<file path="config.mk">
export PLATFORM = sky130hd
export DESIGN_NAME = murmur_style_hash_64
export DESIGN_NICKNAME = d
export VERILOG_FILES = /design/src/hw/rtl/mhash64_pkg.sv /design/src/hw/rtl/mhash64_queue.sv /design/src/hw/rtl/mhash64_front.sv /design/src/hw/rtl/mhash64_back.sv /design/src/hw/rtl/murmur_style_hash_64.sv
export VERILOG_INCLUDE_DIRS = /design/src /design/src/hw/rtl
export SDC_FILE = /design/constraint.sdc
export NUM_CORES = 2
export LEC_CHECK = 0
export BUFFER_PORTS_ARGS = -buffer_cell sky130_fd_sc_hd__buf_2
export CORE_UTILIZATION = 45
export CTS_CLUSTER_DIAMETER = 80
export DETAILED_ROUTE_END_ITERATION = 7
export PLACE_DENSITY = 0.65
export SYNTH_ARGS = -nofsm -noshare
export SYNTH_HDL_FRONTEND = slang
export SYNTH_SLANG_ARGS = --single-unit
</file>
<file path="constraint.sdc">
create_clock -name clk -period 11.7 [get_ports clk]
set_input_delay 2.34 -clock clk [delete_from_list [all_inputs] [get_ports clk]]
set_output_delay 2.34 -clock clk [all_outputs]
set_load 0.005 [all_outputs]
</file>
<file path="src/hw/rtl/murmur_style_hash_64_assert.svh">
// Assertion macros shared by the murmur_style_hash_64 RTL.
// Self-contained; included by modules that carry concurrent checks.
`ifndef MURMUR_STYLE_HASH_64_ASSERT_SVH
`define MURMUR_STYLE_HASH_64_ASSERT_SVH

// Same-cycle implication, disabled during reset.
`define MH64_ASSERT_IMP(name, clk, rst_n, ante, cons) \
    name: assert property (@(posedge clk) disable iff (!rst_n) (ante) |-> (cons)) \
        else $error("mhash64: same-cycle check failed");

// Next-cycle implication, disabled during reset.
`define MH64_ASSERT_NXT(name, clk, rst_n, ante, cons) \
    name: assert property (@(posedge clk) disable iff (!rst_n) (ante) |=> (cons)) \
        else $error("mhash64: next-cycle check failed");

`endif

</file>
<file path="src/hw/rtl/mhash64_pkg.sv">
// Package for murmur_style_hash_64: mixing constants, queue sizing, shared types.
// No dependencies.
`timescale 1ns / 1ps

package mhash64_pkg;

    // Block and hash mixing constants
    localparam logic [63:0] MIX_C1      = 64'hFC34_0BE1_DD38_1CBB;
    localparam logic [63:0] MIX_C2      = 64'hC375_A1BB_3CDA_1011;
    localparam logic [63:0] HASH_ADD    = 64'h0007_8BA4_EC69_BAAE;
    localparam logic [63:0] FIN_C1      = 64'hC32B_A869_A6CE_7BDE;
    localparam logic [63:0] FIN_C2      = 64'h3ECB_791D_B936_21FF;
    localparam logic [63:0] BLOCK_BYTES = 64'd8;

    localparam int unsigned BLOCK_ROT = 15;
    localparam int unsigned HASH_ROT  = 13;
    // Times five is (h << 2) + h
    localparam int unsigned HASH_MUL_SHIFT = 2;
    localparam int unsigned FIN_SHIFT = 16;
    localparam int unsigned FIN_MID   = 13;

    // Block queue between front and back
    localparam int unsigned Q_DEPTH = 2;
    localparam int unsigned Q_PTR_W = (Q_DEPTH > 1) ? $clog2(Q_DEPTH) : 1;
    localparam int unsigned Q_CNT_W = $clog2(Q_DEPTH + 1);

    typedef struct packed {
        logic [63:0] word;
        logic        is_first;
        logic        is_last;
    } blk_entry_t;

    typedef enum logic [2:0] {
        ST_IDLE,
        ST_MIX1,
        ST_MIX2,
        ST_ROUND,
        ST_PREFIN,
        ST_FIN1,
        ST_FIN2,
        ST_EMIT
    } state_t;

    // Pass of the shared 32x32 multiplier: low*low, low*high, high*low
    typedef enum logic [1:0] {
        PH_LL,
        PH_LH,
        PH_HL
    } mul_phase_t;

    function automatic logic [63:0] rotl64(input logic [63:0] v, input int unsigned r);
        return (v << r) | (v >> (32'd64 - r));
    endfunction

endpackage

</file>
<file path="src/hw/rtl/mhash64_queue.sv">
// Short block queue between the front and back of murmur_style_hash_64.
// Depends on mhash64_pkg.
`timescale 1ns / 1ps

module mhash64_queue (
    input  logic                    clk,
    input  logic                    rst_n,
    input  logic                    wr_en,
    input  mhash64_pkg::blk_entry_t wr_data,
    output logic                    full,
    input  logic                    rd_en,
    output mhash64_pkg::blk_entry_t rd_data,
    output logic                    empty
);
    import mhash64_pkg::*;

    blk_entry_t           slot_reg [Q_DEPTH];
    logic [Q_PTR_W-1:0]   wr_ptr_reg;
    logic [Q_PTR_W-1:0]   wr_ptr_next;
    logic [Q_PTR_W-1:0]   rd_ptr_reg;
    logic [Q_PTR_W-1:0]   rd_ptr_next;
    logic [Q_CNT_W-1:0]   count_reg;
    logic [Q_CNT_W-1:0]   count_next;
    logic                 do_wr;
    logic                 do_rd;

    assign full    = (count_reg == Q_CNT_W'(Q_DEPTH));
    assign empty   = (count_reg == '0);
    assign do_wr   = wr_en && !full;
    assign do_rd   = rd_en && !empty;
    assign rd_data = slot_reg[rd_ptr_reg];

    always_comb
    begin
        wr_ptr_next = (wr_ptr_reg == Q_PTR_W'(Q_DEPTH - 1)) ? '0 : wr_ptr_reg + 1'b1;
        rd_ptr_next = (rd_ptr_reg == Q_PTR_W'(Q_DEPTH - 1)) ? '0 : rd_ptr_reg + 1'b1;
        case ({do_wr, do_rd})
            2'b10:   count_next = count_reg + 1'b1;
            2'b01:   count_next = count_reg - 1'b1;
            default: count_next = count_reg;
        endcase
    end

    always_ff @(posedge clk or negedge rst_n)
    begin
        if (!rst_n)
        begin
            wr_ptr_reg <= '0;
            rd_ptr_reg <= '0;
            count_reg  <= '0;
        end
        else
        begin
            if (do_wr)
            begin
                wr_ptr_reg <= wr_ptr_next;
            end
            if (do_rd)
            begin
                rd_ptr_reg <= rd_ptr_next;
            end
            count_reg <= count_next;
        end
    end

    always_ff @(posedge clk)
    begin
        if (do_wr)
        begin
            slot_reg[wr_ptr_reg] <= wr_data;
        end
    end

endmodule

</file>
<file path="src/hw/rtl/mhash64_front.sv">
// Front of murmur_style_hash_64: accepts block beats and tags message starts.
// Depends on mhash64_pkg.
`timescale 1ns / 1ps

module mhash64_front (
    input  logic                    clk,
    input  logic                    rst_n,
    input  logic                    push,
    output logic                    full,
    input  logic [63:0]             block_word,
    input  logic                    last_block,
    output logic                    q_wr_en,
    output mhash64_pkg::blk_entry_t q_wr_data,
    input  logic                    q_full
);
    import mhash64_pkg::*;

    logic in_message_reg;
    logic in_message_next;
    logic accept;

    assign full   = q_full;
    assign accept = push && !q_full;

    // Tag the first block of each message so the back end reloads the seed
    assign q_wr_en   = accept;
    assign q_wr_data = '{word: block_word, is_first: !in_message_reg, is_last: last_block};

    always_comb
    begin
        in_message_next = in_message_reg;
        if (accept)
        begin
            in_message_next = !last_block;
        end
    end

    always_ff @(posedge clk or negedge rst_n)
    begin
        if (!rst_n)
        begin
            in_message_reg <= 1'b0;
        end
        else
        begin
            in_message_reg <= in_message_next;
        end
    end

endmodule

</file>
<file path="src/hw/rtl/mhash64_back.sv">
// Back of murmur_style_hash_64: block mixing, hash round, finalizer, result slot.
// Depends on mhash64_pkg and murmur_style_hash_64_assert.svh.
`timescale 1ns / 1ps
`include "murmur_style_hash_64_assert.svh"

module mhash64_back (
    input  logic                    clk,
    input  logic                    rst_n,
    input  logic [63:0]             seed_val,
    input  logic                    q_empty,
    input  mhash64_pkg::blk_entry_t q_rd_data,
    output logic                    q_rd_en,
    output logic                    empty,
    input  logic                    pop,
    output logic [63:0]             hash_value
);
    import mhash64_pkg::*;

    state_t      state_reg;
    state_t      state_next;
    mul_phase_t  phase_reg;
    mul_phase_t  phase_next;

    logic [63:0] op_a_reg;
    logic [63:0] acc_reg;
    logic [63:0] run_hash_reg;
    logic [63:0] len_reg;
    logic        last_reg;
    logic        out_valid_reg;
    logic [63:0] hash_out_reg;

    logic        is_mul;
    logic        mul_done;
    logic        out_free;
    logic        load_out;
    logic [63:0] mul_b;
    logic [31:0] mul_x;
    logic [31:0] mul_y;
    logic [63:0] prod;
    logic [63:0] acc_next;
    logic [63:0] mixed;
    logic [63:0] round_hash;
    logic [63:0] fin_pre;

    assign empty      = !out_valid_reg;
    assign hash_value = hash_out_reg;
    assign out_free   = !out_valid_reg || pop;

    assign is_mul   = (state_reg == ST_MIX1) || (state_reg == ST_MIX2) ||
                      (state_reg == ST_FIN1) || (state_reg == ST_FIN2);
    assign mul_done = is_mul && (phase_reg == PH_HL);

    // Shared 32x32 multiplier; three passes give the low 64 bits of a 64x64 product
    assign mul_x    = (phase_reg == PH_HL) ? op_a_reg[63:32] : op_a_reg[31:0];
    assign mul_y    = (phase_reg == PH_LH) ? mul_b[63:32] : mul_b[31:0];
    assign prod     = mul_x * mul_y;
    assign acc_next = (phase_reg == PH_LL) ? prod :
                      {acc_reg[63:32] + prod[31:0], acc_reg[31:0]};

    assign mixed      = rotl64(run_hash_reg ^ acc_reg, HASH_ROT);
    assign round_hash = (mixed << HASH_MUL_SHIFT) + mixed + HASH_ADD;
    assign fin_pre    = (run_hash_reg ^ len_reg) ^ ((run_hash_reg ^ len_reg) >> FIN_SHIFT);

    // Next state
    always_comb
    begin
        state_next = state_reg;
        unique case (state_reg)
            ST_IDLE:   if (!q_empty) state_next = ST_MIX1;
            ST_MIX1:   if (mul_done) state_next = ST_MIX2;
            ST_MIX2:   if (mul_done) state_next = ST_ROUND;
            ST_ROUND:  state_next = last_reg ? ST_PREFIN : ST_IDLE;
            ST_PREFIN: state_next = ST_FIN1;
            ST_FIN1:   if (mul_done) state_next = ST_FIN2;
            ST_FIN2:   if (mul_done) state_next = ST_EMIT;
            ST_EMIT:   if (out_free) state_next = ST_IDLE;
            default:   state_next = ST_IDLE;
        endcase

        phase_next = PH_LL;
        if (is_mul)
        begin
            unique case (phase_reg)
                PH_LL:   phase_next = PH_LH;
                PH_LH:   phase_next = PH_HL;
                PH_HL:   phase_next = PH_LL;
                default: phase_next = PH_LL;
            endcase
        end
    end

    // Outputs of the sequencer
    always_comb
    begin
        q_rd_en  = (state_reg == ST_IDLE) && !q_empty;
        load_out = (state_reg == ST_EMIT) && out_free;
        unique case (state_reg)
            ST_MIX1: mul_b = MIX_C1;
            ST_MIX2: mul_b = MIX_C2;
            ST_FIN1: mul_b = FIN_C1;
            ST_FIN2: mul_b = FIN_C2;
            default: mul_b = '0;
        endcase
    end

    always_ff @(posedge clk or negedge rst_n)
    begin
        if (!rst_n)
        begin
            state_reg     <= ST_IDLE;
            phase_reg     <= PH_LL;
            out_valid_reg <= 1'b0;
        end
        else
        begin
            state_reg <= state_next;
            phase_reg <= phase_next;
            if (load_out)
            begin
                out_valid_reg <= 1'b1;
            end
            else if (pop)
            begin
                out_valid_reg <= 1'b0;
            end
        end
    end

    // Datapath; the running hash and length always reload at a message start
    always_ff @(posedge clk)
    begin
        if (is_mul)
        begin
            acc_reg <= acc_next;
        end
        case (state_reg)
            ST_IDLE:
            begin
                if (q_rd_en)
                begin
                    op_a_reg <= q_rd_data.word;
                    last_reg <= q_rd_data.is_last;
                    if (q_rd_data.is_first)
                    begin
                        run_hash_reg <= seed_val;
                        len_reg      <= '0;
                    end
                end
            end
            ST_MIX1:
            begin
                if (mul_done)
                begin
                    op_a_reg <= rotl64(acc_next, BLOCK_ROT);
                end
            end
            ST_ROUND:
            begin
                run_hash_reg <= round_hash;
                len_reg      <= len_reg + BLOCK_BYTES;
            end
            ST_PREFIN:
            begin
                op_a_reg <= fin_pre;
            end
            ST_FIN1:
            begin
                if (mul_done)
                begin
                    op_a_reg <= acc_next ^ (acc_next >> FIN_MID);
                end
            end
            ST_EMIT:
            begin
                if (load_out)
                begin
                    hash_out_reg <= acc_reg ^ (acc_reg >> FIN_SHIFT);
                end
            end
            default:
            begin
            end
        endcase
    end

    `MH64_ASSERT_IMP(a_phase_only_in_mul, clk, rst_n, (phase_reg != PH_LL), (is_mul))
    `MH64_ASSERT_NXT(a_emit_fills_slot, clk, rst_n, (load_out), (out_valid_reg && state_reg == ST_IDLE))
    `MH64_ASSERT_NXT(a_mid_block_returns, clk, rst_n, (state_reg == ST_ROUND && !last_reg), (state_reg == ST_IDLE))
    `MH64_ASSERT_IMP(a_result_from_emit, clk, rst_n, $rose(out_valid_reg), ($past(state_reg) == ST_EMIT))

endmodule

</file>
<file path="src/hw/rtl/murmur_style_hash_64.sv">
// Top level of murmur_style_hash_64: seed register, front, block queue, back.
// Depends on mhash64_pkg, mhash64_front, mhash64_queue and mhash64_back.
`timescale 1ns / 1ps

// murmur_style_hash_64 hashes a message delivered as 64-bit little-endian block
// beats (final block zero padded, marked by last_block) and returns one 64-bit
// hash per message. Both sides look like a queue: push a block beat while full
// is low; take the hash while empty is low by raising pop. The front accepts
// beats into a two-entry queue and tags message starts; the back works one
// block at a time on a single shared 32x32 multiplier, three passes per 64-bit
// constant multiply. Each block goes through a dequeue, two multiplies and one
// hash round in the back; the last block then adds a length fold, two finalizer
// multiplies and a result load. A finished hash waits in a one-beat result slot
// while the next message keeps flowing. The user must write the seed through
// seed_we and seed only while the block is idle; the block does not enforce it.
// The seed is loaded at each message start.

module murmur_style_hash_64 (
    input  logic        clk,
    input  logic        rst_n,
    input  logic        push,
    output logic        full,
    input  logic [63:0] block_word,
    input  logic        last_block,
    output logic        empty,
    input  logic        pop,
    output logic [63:0] hash_value,
    input  logic        seed_we,
    input  logic [63:0] seed
);
    import mhash64_pkg::*;

    logic [63:0] seed_reg;
    logic [63:0] seed_next;

    logic        q_wr_en;
    blk_entry_t  q_wr_data;
    logic        q_full;
    logic        q_rd_en;
    blk_entry_t  q_rd_data;
    logic        q_empty;

    // Hold the seed until the next write
    always_comb
    begin
        seed_next = seed_we ? seed : seed_reg;
    end

    always_ff @(posedge clk or negedge rst_n)
    begin
        if (!rst_n)
        begin
            seed_reg <= '0;
        end
        else
        begin
            seed_reg <= seed_next;
        end
    end

    // Accept and tag block beats
    mhash64_front u_front (
        .clk        (clk),
        .rst_n      (rst_n),
        .push       (push),
        .full       (full),
        .block_word (block_word),
        .last_block (last_block),
        .q_wr_en    (q_wr_en),
        .q_wr_data  (q_wr_data),
        .q_full     (q_full)
    );

    // Decouple intake from the multiply sequence
    mhash64_queue u_queue (
        .clk     (clk),
        .rst_n   (rst_n),
        .wr_en   (q_wr_en),
        .wr_data (q_wr_data),
        .full    (q_full),
        .rd_en   (q_rd_en),
        .rd_data (q_rd_data),
        .empty   (q_empty)
    );

    // Mix, round, finalize and present the hash
    mhash64_back u_back (
        .clk        (clk),
        .rst_n      (rst_n),
        .seed_val   (seed_reg),
        .q_empty    (q_empty),
        .q_rd_data  (q_rd_data),
        .q_rd_en    (q_rd_en),
        .empty      (empty),
        .pop        (pop),
        .hash_value (hash_value)
    );

endmodule
</file>
==> qor.yml <==
synth:
  syn_nets: 8144
  synth-async-reset-ratio_pct: 14.3
  ys_ff_latch: 525
  ys.flop_type: "edfxtp_1"
  synth_edf_count: 450
  yosys_warnings: 0
  synth_top_area_share_pct: 28.3
  yosys-top-cells-area: "fa_1 (28%), edfxtp_1 (21%), ha_1 (8.2%)"
  yosysSeqAreaShare_pct: 24.2
  synth_area_sq_um: 63500
  syn_avg_cell_area_sq_um: 9.49
  ys_types: 103
  yosys.area.top_type: "fa_1"
  netlist_instances: 6694
floorplanning:
  die_x_um: 378
  core_sq_um: 140000
  initial_utilization_pct: 45.4
  ioPinCount: 200
  dieArea_sq_um: 143000
  fp.dieH_um: 378
  placement_rows: 137
route:
  wl_met1_um: 95100
  drcViolationCount: 0
  drt_pass1_iterations: 8
  wl_met3_um: 25800
  routed_via_density: 5.78
  vias: 50909
  top_layer_used: "met5"
  drtAntennaViolNets: 0
  avgRoutedWirePerCell_um: 27.6
  routed_wl_um: 243000
  met2_wirelength_um: 106000
  drt_iter0_drc: 5687
clocking:
  clkSinkCount: 525
  clockBufferDepth: 3
  cts-hold-fix-buffers: 0
  clk_latency_ns: 0.65
  numCtsBuffers: 51
  path_clk_slew_ns: 0.07
  h-tree-depth: 2
  cts_root_buf: "clkbuf_16"
  tritoncts: "built"
critical_path:
  slowest_stage: "mux2i_1"
  cp.arrival_ns: 11.65
  crit_family: "adder cells"
  startpoint_type: "flop"
  cp_num_buf_inv: 5
  timing.critical_path.from: "u_back.phase_reg[1]"
  worst-endpoint-required_ns: 12.07
  max_stage_delay_ns: 0.87
  crit_type: "reg -> reg"
  r2r-start: "u_back.phase_reg[1]"
  crit_path_end_kind: "flop"
  path_common_cell: "fa_1"
  cp_max_fo: 23
global_route:
  grt_use_total_pct: 34.4
  antenna_found_initial: 7
  grt-ovfl-total: 0
  grt_pass1_vias: 50968
  grt_max_degree: 86
  grt_pass1_wl_um: 352000
sta:
  fin_crit_ns: 11.28
  clock_skew_ns: 0.0462
  slew_headroom_pct: 13.6
  maxSlewViolCount: 0
  hold_viol: 0
  setup_viol: 0
  hold_slack_ns: 0.505
  worst_pin_slew_ns: 1.28
  rsz0062_at_grt: "no"
  final.setup.tns_ns: 0
  max_freq_mhz: 88.7
  fin_crit_sh_pct: 96.4
final_layout:
  largest_reg_flops: 132
  layout-drive-gt1-share_pct: 10.5
  layout_common_cells: "nand2_1 (1079), inv_1 (1076), fa_1 (898), nor2_1 (498), edfxtp_1 (450)"
  layout_commonest_cell: "nand2_1"
  syn_to_final_growth_pct: 9.52
  nets: 8334
place:
  gp_congestion: 1.06
  port_buffers: 199
  dpl.hpwl_um: 202000
status:
  status: "finished clean"
worst_hold_path:
  hp-start: "seed_reg[18]"
  min_path_type: "reg -> reg"
run:
  maxCapViolations: 0
-- per-layer routing --
layer | up-vias | track usage (%)
li1 | 21822 | -
met1 | 25569 | 46.2
met2 | 2866 | 51.5
met5 | - | 0
met4 | 6 | 19.4
met3 | 646 | 7.28
-- kinds of logic after synthesis --
kind of cell | after synthesis | synth area share, %
simple gates | 1931 | 12.7
flops | 525 | 24.2
mux | 179 | 2.99
xor+xnor | 453 | 6.27
compound gates | 893 | 8.96
fa+ha+maj | 1316 | 36.5
buf+inv | 1397 | 8.29
-- Yosys cell counts (6+ instances only) --
cell	instances
a21oi_1	257
fa_1	898
nand3_1	61
a21o_1	75
o21ai_0	207
dfrtp_1	75
edfxtp_1	450
mux2i_1	96
a31oi_1	23
o21ai_1	38
and2_1	18
or3_1	29
mux2_2	81
nor2b_1	41
a221o_1	6
nor4_1	7
buf_2	8
ha_1	418
inv_1	1076
or2_2	12
and3_1	26
o31ai_1	9
nand2b_1	20
nor3_1	41
xor2_1	207
buf_1	19
o21a_1	22
nor2_1	508
a31o_2	7
a221oi_1	13
nand2_1	1083
o211ai_1	31
xnor2_1	245
o22ai_1	14
a211o_1	12
o221ai_1	12
clkbuf_1	289
a211oi_1	48
nand4_1	51
a21oi_2	8
o21bai_1	35
-- repair_timing --
action	in CTS	in global routing
endpoints found under the hold margin	0	0
endpoints found under the setup margin	0	3
setup buffers	0	0
resized for setup	0	3
-- stage by stage --
step                utilization, %  setup WS, ns  area, sq um  cells
floorplan                        -         0.888        63500   6694
global placement              48.5         0.580        67800   8707
detailed placement            48.5         0.511        67800   8707
CTS                           49.7         0.478        69600   8802
global route                  49.7       0.00758        69600   8802
finish                        49.7         0.420        69600   8805
-- layout make-up --
type | instances | area [sq um]
timing repair buffer | 456 | 2980
fill | 13252 | 70300
inverter | 1078 | 4050
clock inverter | 30 | 313
multi-input combinational | 4772 | 43100
clock buffer | 65 | 1430
tap | 1876 | 2350
sequential | 525 | 15400
antenna | 3 | 7.51
-- final timing paths --
kind                                            end  slack, ns  cells after the start
worst max-delay path            u_back.op_a_reg[48]       0.42                     33
worst min-delay path                   seed_reg[18]       0.51                      1
min in group asynchronous              seed_reg[17]       1.66                      1
max in group asynchronous              seed_reg[46]       9.06                      2
worst max register to register  u_back.op_a_reg[48]       0.42                     33
worst min register to register         seed_reg[18]       0.51                      1
Power is not shown: default switching activity piles up to over one toggle a cycle in this logic, so the estimate is an artifact.
